<file path="src/hw/rtl/bpc_pkg.sv">
`timescale 1ns / 1ps

package bpc_pkg;

  localparam int unsigned BUTTONS_DEFAULT = 2;
  localparam int unsigned BUTTONS_MAX     = 16;

  localparam logic [15:0] DEBOUNCE_RESET = 16'd50;
  localparam logic [31:0] SHORT_RESET    = 32'd1000;
  localparam logic [31:0] LONG_RESET     = 32'd1000;
  localparam logic [31:0] FACTORY_RESET  = 32'd5000;
  localparam logic [15:0] MASK_RESET     = 16'd3;
  localparam logic [3:0]  RSTBTN_RESET   = 4'd0;

  localparam int unsigned ADDR_W = 5;

  typedef enum logic [2:0] {
    REG_DEBOUNCE = 3'd0,
    REG_SHORT    = 3'd1,
    REG_LONG     = 3'd2,
    REG_FACTORY  = 3'd3,
    REG_MASK     = 3'd4,
    REG_RSTBTN   = 3'd5
  } reg_index_e;

  typedef enum logic [1:0] {
    EV_SHORT   = 2'd0,
    EV_LONG    = 2'd1,
    EV_FACTORY = 2'd2
  } event_kind_e;

  typedef struct packed {
    logic        pressed;
    logic [31:0] start;
    logic [31:0] last;
    logic        long_sent;
    logic        factory_sent;
  } btn_state_t;

  typedef struct packed {
    event_kind_e kind;
    logic [3:0]  button;
    logic [31:0] duration;
  } result_t;

  localparam int unsigned FIFO_DEPTH = 4;
  localparam int unsigned FIFO_PTR_W = 2;
  localparam int unsigned FIFO_CNT_W = 3;

endpackage

</file>
<file path="src/hw/rtl/bpc_state_mem.sv">
`timescale 1ns / 1ps

module bpc_state_mem
  import bpc_pkg::*;
#(
  parameter int unsigned BUTTONS = BUTTONS_DEFAULT,
  parameter int unsigned IDX_W   = (BUTTONS > 1) ? $clog2(BUTTONS) : 1
) (
  input  logic             clk_i,
  input  logic             rst_ni,
  input  logic [IDX_W-1:0] raddr_i,
  output btn_state_t       rdata_o,
  input  logic             we_i,
  input  logic [IDX_W-1:0] waddr_i,
  input  btn_state_t       wdata_i
);

  btn_state_t         mem [BUTTONS];
  logic [BUTTONS-1:0] written_q;
  btn_state_t         rdata_q;

  always_ff @(posedge clk_i or negedge rst_ni) begin
    if (!rst_ni) begin
      written_q <= '0;
    end else if (we_i) begin
      written_q[waddr_i] <= 1'b1;
    end
  end

  always_ff @(posedge clk_i) begin
    if (we_i) begin
      mem[waddr_i] <= wdata_i;
    end
  end

  // write-first: a write to the entry being read is seen by the read
  always_ff @(posedge clk_i) begin
    if (we_i && (waddr_i == raddr_i)) begin
      rdata_q <= wdata_i;
    end else if (written_q[raddr_i]) begin
      rdata_q <= mem[raddr_i];
    end else begin
      rdata_q <= '0;
    end
  end

  assign rdata_o = rdata_q;

endmodule

</file>
<file path="src/hw/rtl/bpc_out_fifo.sv">
`timescale 1ns / 1ps

module bpc_out_fifo
  import bpc_pkg::*;
(
  input  logic                  clk_i,
  input  logic                  rst_ni,
  input  logic                  push_i,
  input  result_t               push_data_i,
  input  logic                  pop_i,
  output logic                  not_empty_o,
  output result_t               head_o,
  output logic [FIFO_CNT_W-1:0] count_o
);

  result_t               buf_q [FIFO_DEPTH];
  logic [FIFO_PTR_W-1:0] wr_ptr_q, wr_ptr_d;
  logic [FIFO_PTR_W-1:0] rd_ptr_q, rd_ptr_d;
  logic [FIFO_CNT_W-1:0] cnt_q, cnt_d;

  always_comb begin
    wr_ptr_d = wr_ptr_q + FIFO_PTR_W'(push_i);
    rd_ptr_d = rd_ptr_q + FIFO_PTR_W'(pop_i);
    cnt_d    = cnt_q + FIFO_CNT_W'(push_i) - FIFO_CNT_W'(pop_i);
  end

  always_ff @(posedge clk_i or negedge rst_ni) begin
    if (!rst_ni) begin
      wr_ptr_q <= '0;
      rd_ptr_q <= '0;
      cnt_q    <= '0;
    end else begin
      wr_ptr_q <= wr_ptr_d;
      rd_ptr_q <= rd_ptr_d;
      cnt_q    <= cnt_d;
    end
  end

  always_ff @(posedge clk_i) begin
    if (push_i) begin
      buf_q[wr_ptr_q] <= push_data_i;
    end
  end

  assign not_empty_o = (cnt_q != '0);
  assign head_o      = buf_q[rd_ptr_q];
  assign count_o     = cnt_q;

endmodule

</file>
<file path="src/hw/rtl/button_press_classifier.sv">
`timescale 1ns / 1ps

// Button press classifier: debounced short press, long press and factory reset events.
// Input channel (in_valid_i / in_stall_o) takes one poll sample per transfer: button
// index, raw pin level and the current millisecond time. Output channel
// (out_valid_o / out_stall_i) gives at most one event per sample, in sample order.
// Samples for buttons at or above BUTTONS give no event.
// Per-button state lives in a one-entry-per-button memory with a registered read port;
// the entry is read when a sample is taken and written back the next cycle, and a
// write-first read port forwards an update to a back-to-back sample of the same button.
// Events pass from the sample registers into the output buffer; out_valid_o follows
// the buffer's registered count. Throughput: one sample per cycle while in_stall_o is
// low, set by the single read/modify/write pass per sample.
// Events queue in a four-entry output buffer; when the receiver stalls, in_stall_o
// rises once the buffer plus the sample in flight could overflow it.
// Reset clears all button state and loads the register defaults (debounce 50 ms,
// short limit 1000 ms, long 1000 ms, factory 5000 ms, active-low mask 3, reset
// button 0). Registers sit on the APB port at byte address 4*i; the user must write
// them only while the block is idle, as the block itself does not enforce this.
module button_press_classifier
  import bpc_pkg::*;
#(
  parameter int unsigned BUTTONS = BUTTONS_DEFAULT
) (
  input  logic              clk_i,
  input  logic              rst_ni,
  input  logic              psel,
  input  logic              penable,
  input  logic              pwrite,
  input  logic [ADDR_W-1:0] paddr,
  input  logic [31:0]       pwdata,
  output logic [31:0]       prdata,
  output logic              pready,
  input  logic              in_valid_i,
  output logic              in_stall_o,
  input  logic [3:0]        button_index_i,
  input  logic              pin_level_i,
  input  logic [31:0]       now_ms_i,
  output logic              out_valid_o,
  input  logic              out_stall_i,
  output logic [1:0]        event_kind_o,
  output logic [3:0]        event_button_o,
  output logic [31:0]       duration_ms_o
);

  localparam int unsigned IDX_W = (BUTTONS > 1) ? $clog2(BUTTONS) : 1;

  logic [15:0] debounce_q;
  logic [31:0] short_q;
  logic [31:0] long_q;
  logic [31:0] factory_q;
  logic [15:0] mask_q;
  logic [3:0]  rstbtn_q;

  reg_index_e reg_sel;
  logic       cfg_we;

  assign pready  = 1'b1;
  assign reg_sel = reg_index_e'(paddr[4:2]);
  assign cfg_we  = psel && penable && pwrite;

  always_ff @(posedge clk_i or negedge rst_ni) begin
    if (!rst_ni) begin
      debounce_q <= DEBOUNCE_RESET;
      short_q    <= SHORT_RESET;
      long_q     <= LONG_RESET;
      factory_q  <= FACTORY_RESET;
      mask_q     <= MASK_RESET;
      rstbtn_q   <= RSTBTN_RESET;
    end else if (cfg_we) begin
      case (reg_sel)
        REG_DEBOUNCE: debounce_q <= pwdata[15:0];
        REG_SHORT:    short_q    <= pwdata;
        REG_LONG:     long_q     <= pwdata;
        REG_FACTORY:  factory_q  <= pwdata;
        REG_MASK:     mask_q     <= pwdata[15:0];
        REG_RSTBTN:   rstbtn_q   <= pwdata[3:0];
        default: ;
      endcase
    end
  end

  always_comb begin
    case (reg_sel)
      REG_DEBOUNCE: prdata = {16'd0, debounce_q};
      REG_SHORT:    prdata = short_q;
      REG_LONG:     prdata = long_q;
      REG_FACTORY:  prdata = factory_q;
      REG_MASK:     prdata = {16'd0, mask_q};
      REG_RSTBTN:   prdata = {28'd0, rstbtn_q};
      default:      prdata = '0;
    endcase
  end

  // sample transfer and read stage
  logic                  in_xfer;
  logic                  in_range;
  logic [FIFO_CNT_W-1:0] fifo_cnt;
  logic                  s1_valid_q;
  logic [3:0]            s1_btn_q;
  logic                  s1_level_q;
  logic [31:0]           s1_now_q;

  assign in_range   = ({1'b0, button_index_i} < 5'(BUTTONS));
  assign in_stall_o = ((fifo_cnt + FIFO_CNT_W'(s1_valid_q)) >= FIFO_CNT_W'(FIFO_DEPTH));
  assign in_xfer    = in_valid_i && !in_stall_o;

  always_ff @(posedge clk_i or negedge rst_ni) begin
    if (!rst_ni) begin
      s1_valid_q <= 1'b0;
    end else begin
      s1_valid_q <= in_xfer && in_range;
    end
  end

  always_ff @(posedge clk_i) begin
    if (in_xfer) begin
      s1_btn_q   <= button_index_i;
      s1_level_q <= pin_level_i;
      s1_now_q   <= now_ms_i;
    end
  end

  btn_state_t st_rd;
  btn_state_t st_wr;

  bpc_state_mem #(
    .BUTTONS (BUTTONS),
    .IDX_W   (IDX_W)
  ) u_state_mem (
    .clk_i   (clk_i),
    .rst_ni  (rst_ni),
    .raddr_i (button_index_i[IDX_W-1:0]),
    .rdata_o (st_rd),
    .we_i    (s1_valid_q),
    .waddr_i (s1_btn_q[IDX_W-1:0]),
    .wdata_i (st_wr)
  );

  // classify and write back
  logic        active;
  logic [31:0] since_change;
  logic [31:0] dur;
  logic        emit;
  result_t     res;

  always_comb begin
    active       = mask_q[s1_btn_q] ? !s1_level_q : s1_level_q;
    since_change = s1_now_q - st_rd.last;
    dur          = s1_now_q - st_rd.start;
    st_wr        = st_rd;
    emit         = 1'b0;
    res.kind     = EV_SHORT;
    res.button   = s1_btn_q;
    res.duration = dur;
    if (since_change < {16'd0, debounce_q}) begin
      st_wr = st_rd;
    end else if (active && !st_rd.pressed) begin
      st_wr.pressed      = 1'b1;
      st_wr.start        = s1_now_q;
      st_wr.last         = s1_now_q;
      st_wr.long_sent    = 1'b0;
      st_wr.factory_sent = 1'b0;
    end else if (st_rd.pressed) begin
      if (!active) begin
        st_wr.pressed = 1'b0;
        st_wr.last    = s1_now_q;
        if (!st_rd.long_sent && (dur < short_q)) begin
          emit     = 1'b1;
          res.kind = EV_SHORT;
        end
      end else if ((s1_btn_q == rstbtn_q) && (dur >= factory_q) && !st_rd.factory_sent) begin
        st_wr.factory_sent = 1'b1;
        emit               = 1'b1;
        res.kind           = EV_FACTORY;
      end else if ((dur >= long_q) && !st_rd.long_sent) begin
        st_wr.long_sent = 1'b1;
        emit            = 1'b1;
        res.kind        = EV_LONG;
      end
    end
  end

  // event buffer
  logic    out_xfer;
  result_t head;

  assign out_xfer = out_valid_o && !out_stall_i;

  bpc_out_fifo u_out_fifo (
    .clk_i       (clk_i),
    .rst_ni      (rst_ni),
    .push_i      (s1_valid_q && emit),
    .push_data_i (res),
    .pop_i       (out_xfer),
    .not_empty_o (out_valid_o),
    .head_o      (head),
    .count_o     (fifo_cnt)
  );

  assign event_kind_o   = head.kind;
  assign event_button_o = head.button;
  assign duration_ms_o  = head.duration;

endmodule
</file>
<file path="config.mk">
export PLATFORM = sky130hd
export DESIGN_NAME = button_press_classifier
export DESIGN_NICKNAME = d
export VERILOG_FILES = /design/src/hw/rtl/bpc_pkg.sv /design/src/hw/rtl/bpc_state_mem.sv /design/src/hw/rtl/bpc_out_fifo.sv /design/src/hw/rtl/button_press_classifier.sv
export SDC_FILE = /design/constraint.sdc
export NUM_CORES = 1
export LEC_CHECK = 0
export BUFFER_PORTS_ARGS = -buffer_cell sky130_fd_sc_hd__buf_2
export CAP_MARGIN = 20
export CELL_PAD_IN_SITES_DETAIL_PLACEMENT = 1
export CELL_PAD_IN_SITES_GLOBAL_PLACEMENT = 2
export CORE_ASPECT_RATIO = 1.4
export CORE_MARGIN = 2
export CORE_UTILIZATION = 44
export CTS_BUF_LIST = sky130_fd_sc_hd__clkbuf_4 sky130_fd_sc_hd__clkbuf_8
export DETAILED_ROUTE_END_ITERATION = 8
export PLACE_DENSITY = 0.93
export RECOVER_POWER = 100
export SYNTH_ARGS = -nofsm -noshare
export SYNTH_HDL_FRONTEND = slang
export SYNTH_SLANG_ARGS = --single-unit
</file>
<file path="constraint.sdc">
create_clock -name clk_i -period 9.3 [get_ports clk_i]
set_clock_uncertainty 0.05 [all_clocks]
set_input_delay 2.325 -clock clk_i [delete_from_list [all_inputs] [get_ports clk_i]]
set_output_delay 2.325 -clock clk_i [all_outputs]
set_load 0.03 [all_outputs]
</file>
-- After elaboration in Yosys (flattened, before gate mapping)
Memories as Yosys holds them, arrays and structs flattened.
Cells that the tools add are included.
- order comparisons: 10
- bitwise logic cells: 1
- add/sub/neg operators: 7
- reduce and logical (&&, ||, !) cells: 27
- muxes and demuxes: 39
- equality and inequality tests: 7
- operator list (operator ; number):
    2-to-1 mux 67 bit ; 3
    case mux 32 bit (6 select lines) ; 1
    2-to-1 mux 34 bit ; 2
    >= comparator 32 bit ; 2
    2-to-1 mux 32 bit ; 2
    subtractor 32 bit ; 2
    < comparator 32 x 16 -> 1 bit ; 1
    < comparator 32 bit ; 1
    2-to-1 mux 1 bit ; 23
    logical AND 1 bit ; 13
    2-to-1 mux 2 bit ; 6
    AND reduction 2 bit ; 6
    adder 3 x 1 -> 3 bit ; 2
    equality test 3 x 2 -> 1 bit, second input constant ; 2
    equality test 3 bit, second input constant ; 2
    zero test 1 bit ; 6
    < comparator 4 x 5 -> 1 bit, second input constant ; 1
    adder 2 x 1 -> 2 bit ; 2
    binary-select mux 1 bit (select 4 bit) ; 1
    equality test 4 bit ; 1
    < comparator 1 x 2 -> 1 bit, second input constant ; 2
    < comparator 4 x 2 -> 1 bit, second input constant ; 1
    equality test 3 x 1 -> 1 bit, second input constant ; 1
    >= comparator 3 bit, second input constant ; 1
    other kinds (7) ; 7
- input port bits: 81
- memories kept: 2
- output and inout bits: 73
- bits in writable memories: 286
- register bits after elaboration: 246
- memory list (memory ; depth ; bits a word ; read ports ; clocked after memory_dff ; wr ports ; line ; source):
    u_out_fifo.buf_q ; 4 ; 38 ; 1 ; 0 ; 1 ; bpc_out_fifo.sv:16 ; result_t buf_q [FIFO_DEPTH];
    u_state_mem.mem ; 2 ; 67 ; 1 ; 0 ; 1 ; bpc_state_mem.sv:18 ; btn_state_t mem [BUTTONS];

-- Longest topological paths before layout
- depth after elaboration: 12
- depth in mapped cells: 33
- depth with buffers taken out: 33

-- Cells and area by module
A second synthesis with hierarchy kept.
- cell total of the unflattened synthesis: 2270
- area, all modules: 27694.1 um^2
- modules (own cells, without submodules) (module ; area each (um^2) ; cells an instance ; instances):
    button_press_classifier ; 14435.1 ; 1615 ; 1
    bpc_state_mem ; 7422.1 ; 433 ; 1
    bpc_out_fifo ; 5836.8 ; 222 ; 1

-- Worst setup path before layout
No wires, ideal clock.
- path kind: flip-flop to flip-flop
- start point: reg s1_now_q[1]
- end point: mem u_out_fifo.buf_q[1][0] in the netlist's numbering (enable)
- required time: 8761 ps
- stages on the path, launching flop included: 23
- setup slack: 1479 ps
- buffers on the path: 0
- arrival time: 7282 ps
- setup time: 489 ps
- cells stage by stage: edfxtp_1 -> ha_1 -> nor2b_1 -> o31a_1 -> o21ba_2 -> a21oi_1 -> o31ai_1 -> a211oi_1 -> o21bai_1 -> a21oi_1 -> o31ai_1 -> a311oi_1 -> xnor2_1 -> ha_1 -> nand4_1 -> nor2_1 -> nand2_1 -> or3_1 -> o211ai_1 -> nand4_1 -> o211ai_1 -> o21ai_1 -> nor3b_1
- word-level cells in the longest chain between the ends: 12
- elaborated cells on any way between the ends: 20
- those cells by class: add/sub (2); order compare (4); mux (9); reduce/logical (5)
- RTL lines (item ; line ; source):
    start: declaration ; button_press_classifier.sv:102 ; logic [31:0] s1_now_q;
    start signal: assignment ; button_press_classifier.sv:120 ; s1_now_q <= now_ms_i;
    subtractor 32 bit * ; button_press_classifier.sv:150 ; dur = s1_now_q - st_rd.start;
    net dur[31] ; button_press_classifier.sv:143 ; logic [31:0] dur;
    >= comparator 32 bit, on equally long branches ; button_press_classifier.sv:176, button_press_classifier.sv:172 ;
    logical AND 1 bit, on equally long branches ; button_press_classifier.sv:176, button_press_classifier.sv:172 ;
    2-to-1 mux 1 bit / logical AND 1 bit (equally long branches) ; button_press_classifier.sv:176, button_press_classifier.sv:172 ;
    2-to-1 mux 1 bit ; button_press_classifier.sv:172 ; end else if ((s1_btn_q == rstbtn_q) && (dur >= factory_q) && !st_rd.factory_sent) begin
    2-to-1 mux 1 bit * ; button_press_classifier.sv:165 ; if (!active) begin
    2-to-1 mux 1 bit * ; button_press_classifier.sv:164 ; end else if (st_rd.pressed) begin
    2-to-1 mux 1 bit * ; button_press_classifier.sv:158 ; end else if (active && !st_rd.pressed) begin
    2-to-1 mux 1 bit * ; button_press_classifier.sv:156 ; if (since_change < {16'd0, debounce_q}) begin
    logical AND 1 bit * ; button_press_classifier.sv:193 ; .push_i (s1_valid_q && emit),
    2-to-1 mux 1 bit * ; bpc_out_fifo.sv:40 ; if (push_i) begin
    2-to-1 mux 1 bit (implied by the code) * ; bpc_out_fifo.sv:41 ; buf_q[wr_ptr_q] <= push_data_i;
    end: declaration ; bpc_out_fifo.sv:16 ;
Mark *: on every way through the listed nets, which the timed path passes. The rest lies on a longest branch.

-- Final worst setup path
- start point: in paddr[2]
- end point: out prdata[20]
- word-level cells in the longest chain between the ends: 2
- elaborated cells on any way between the ends: 7
- those cells by class: eq/ne (5); mux (1); reduce/logical (1)
- RTL lines (item ; line ; source):
    start: declaration ; button_press_classifier.sv:30 ; input logic [ADDR_W-1:0] paddr,
    equality test 3 bit (tied with other cells) ; button_press_classifier.sv:84 ; case (reg_sel)
    case mux 32 bit (6 select lines) * ; button_press_classifier.sv:84 ;
    end: declaration ; button_press_classifier.sv:32 ; output logic [31:0] prdata,
Every way passes the cells marked *; elsewhere a longest branch is shown, timed or not.

==> impl_results.md <==
- Pin count of the biggest net entering global routing: a little over 80
- Max Fclk: around 0.12 GHz
- Multiplexer area fraction after synthesis: 0.1165
- Drt total wl: ~76000 um
- Area share of fa/ha/maj cells after synthesis: 0.08379
- Placeable Area: 60780 um2
- Lkg Pwr: between 0.01 and 0.015 uW
- Clock tree from TritonCTS: done
- GPL Wtd Cong: 0.8911
- Hold Path Sink: u_state_mem.written_q[1]
- First-pass GRT wire length: 117900 um
- Starting DRT DRC Count: roughly 1000
- EDFF count, synth: roughly 320
- Die area: approximately 63000 um2
- WP depth: 7
- Final worst path period need: between 8 and 9 ns
- Starting Density: 0.4442
- Residual overflow from global routing: 0
- Num CTS Buffers: just over 80
- Height of the die: slightly below 300 um
- Max Slew Vio Count: ~770
- Via Count: approximately 18000
- Hold_sp: u_state_mem.written_q[1]
- Detail Route Antenna Nets: 0
- H-tree Lvls: 3
- Layout cells sized above 1: 0.1547
- Cell area after synthesis: 27000 um2
- Post-synthesis xor/xnor area fraction: 0.02076
- Final worst-path cycle share: 0.9240
- Ys async rst share: 0.2669
- Required time worst endpoint: about 6.9 ns
- Gr usage total: 0.2423
- PostCTS Resize Cnt: 0
- Wire per inst: 23.33 um
- Main combinational cell family by area after synthesis: compound AO/OA/AOI/OAI gates
- DR DRC count: 0
- Clk_lat worst skew: between 0.6 and 0.7 ns
- Slew @ Worst Pin: roughly 4.7 ns
- Max-slew headroom: -2.103
- Power per cell area: 327.1 nW/um2
- Startpoint Class: input pin
- Worst Reg-to-Reg Cells: 23
- Largest stage delay, worst path: 1.40 ns
- Final setup vio count: 0
- Final Util: 0.4948
- Setup TNS Final: 0 ns
- Failing checks: capacitance limit, slew limit
- Worst reg-to-reg setup slack: around 1.3 ns
- Yosys warns: 0
- Top delay family on crit path: buffers and inverters
- Hpwl dp: 53490 um
- FF+latch count, synth: ~530
- Post-CTS Setup Inserts: 0
- Mapped Cells: roughly 2200
- Critical path, cell by cell: clkbuf_1 -> clkbuf_1 -> nor2b_1 -> buf_4 -> a22oi_1 -> nor2_1 -> clkbuf_1
- Synth Area per Inst: about 12 um2
- Drt via density: 5.637
- Buf/Inv on CP: 4
- Max rail drop VDD: between 150 and 200 uV
- Reg-to-Reg Start: s1_now_q[1]
- Total of max-cap violations: 15
- Clock-pin transition on the worst setup and hold timing paths: about 0.06 ns
- CP dominant cell by count: clkbuf_1
- CTS Root Buffer Type: clkbuf_8
- Dominant synthesized flop cell: edfxtp_1
- CP max-delay cell: clkbuf_1
- Sequential fraction of the synthesis area: 0.5415
- Netlist cell types: between 90 and 100
- Layout area overhead: 11.40%
- Status: finished with violations
- Clk buf depth: 3
- CP Max Fanout: 39
- I/O pins: 154
- Input/output buffers: 150
- Critical path capture point type: output port
- Hold path depth: 1
- DR pass1 iterations: 5
- Synth Area in Simple Gates: 0.06251
- Hold WC Path Type: reg2reg
- Initial antenna violation count: 3
- Number of global-route vias before repair: slightly above 20000
- Synth Area in Compound Gates: 0.1290
- Final net count: ~2600
- Placement Rows: around 110
- Die width: between 200 and 250 um
- Syn_nets: ~2500
- RSZ-0062 raised after global routing: no
- TritonCTS Sinks: ~530
- Critical path arrival: 6.22 ns
- Final hold vios: 0
- FF-to-FF End: u_out_fifo.buf_q[1][5]
- CTS Hold Bufs: 0
- Setup CP Type: in2out
synthesized netlist by cell type (all sizes together) (13+ instances only):
cell type | n | share of area
edfxtp | 323 | 0.36
inv | 197 | 0.027
ha | 176 | 0.082
nand2 | 175 | 0.024
o21ai | 175 | 0.033
dfrtp | 120 | 0.11
mux2 | 102 | 0.046
a21oi | 96 | 0.018
mux2i | 93 | 0.034
nor2 | 79 | 0.011
dfxtp | 67 | 0.050
o2bb2ai | 64 | 0.021
clkbuf | 62 | 0.011
a21o | 48 | 0.013
mux4 | 43 | 0.036
xnor2 | 40 | 0.013
a22oi | 26 | 0.0072
xor2 | 24 | 0.0078
nand4 | 23 | 0.0056
dfstp | 22 | 0.021
buf | 21 | 0.0063
o22ai | 20 | 0.0051
nor2b | 16 | 0.0037
a211oi | 14 | 0.0041
o21a | 14 | 0.0039
nand3 | 13 | 0.0024
o211ai | 13 | 0.0036
through the flow:
step / cells / worst slack [ns] / hold slack, ns / total power (uW) / instance area (um2)
after floorplan: 2194 / 1.479 / 0.3834 / 6401 / 27000
after global placement: 3097 / 1.866 / 0.3955 / 7520 / 28520
after detailed placement: 3098 / 1.513 / 0.4052 / 7794 / 28530
after CTS: 3248 / 1.486 / 0.4287 / 10010 / 30350
after global routing: 3251 / 0.5167 / 0.4599 / 10430 / 30080
final: 3251 / 0.7068 / 0.4636 / 9837 / 30080
power breakdown:
part           internal, uW  switching, uW  total [uW]
logic                  1560           2750        4320
clock network          1210            950        2160
registers              3100            252        3360
layout make-up:
| class | count | area [um2] |
|---|---|---|
| Fill cell | 6449 | 30700 |
| Clock inverter | 28 | 309.0 |
| Inverter | 197 | 739.5 |
| Multi-Input combinational cell | 1379 | 11090 |
| Antenna cell | 3 | 7.507 |
| Timing Repair Buffer | 173 | 775.7 |
| Sequential cell | 532 | 14620 |
| Tap cell | 817 | 1022 |
| Clock buffer | 122 | 1510 |
per-layer routing:
| layer | vias to the layer above | global-route usage | wire, um |
|---|---|---|---|
| li1 | 8444 | - | - |
| met1 | 9357 | 0.2818 | 30430 |
| met5 | - | 0 | 0 |
| met4 | 0 | 0.1091 | 2752 |
| met3 | 130 | 0.03558 | 2802 |
| met2 | 395 | 0.4361 | 39850 |
flip-flops by register name, summed over array words and instances, names as in the netlist:
register               flops
u_out_fifo.buf_q         152
u_state_mem.mem          134
u_state_mem.rdata_o       67
factory_q                 32
long_q                    32
s1_now_q                  32
short_q                   32
debounce_q                16
mask_q                    16
rstbtn_q                   4
s1_btn_q                   4
u_out_fifo.count_o         3
u_out_fifo.rd_ptr_q        2
u_out_fifo.wr_ptr_q        2
u_state_mem.written_q      2
s1_level_q                 1
s1_valid_q                 1
worst max-delay path by stage:
stage,start,end
3_5_place_dp,s1_now_q[1],u_out_fifo.count_o[2]
3_3_place_gp,s1_now_q[1],u_out_fifo.buf_q[3][5]
4_1_cts,s1_now_q[1],u_out_fifo.count_o[2]
6_report,paddr[2],prdata[20]
5_1_grt,paddr[2],prdata[20]
2_1_floorplan,s1_now_q[1],u_out_fifo.buf_q[1][0]
cell usage in the layout, fill, tap and decap left out, drive strengths merged, types with 14 or more instances in the layout:
cell type	instances
o2bb2ai	64
nor2b	16
edfxtp	323
nand2	175
o21a	14
xnor2	40
dfstp	22
dfrtp	120
a22oi	26
xor2	24
nand4	23
dfxtp	67
mux2	102
a21oi	96
buf	87
o22ai	20
o21ai	175
clkinv	15
a211oi	14
mux4	43
ha	176
mux2i	93
nor2	79
inv	199
clkbuf	208
a21o	48
kinds of logic (layout without fill, tap and decap cells):
group           count (synthesis)  after routing
simple gates                  370            370
mux                           238            238
compound gates                527            527
fa+ha+maj                     179            179
xor+xnor                       64             64
buf+inv                       283            520
flops                         532            532
other cells                     1              4
Power figures use the tool's default switching activity.
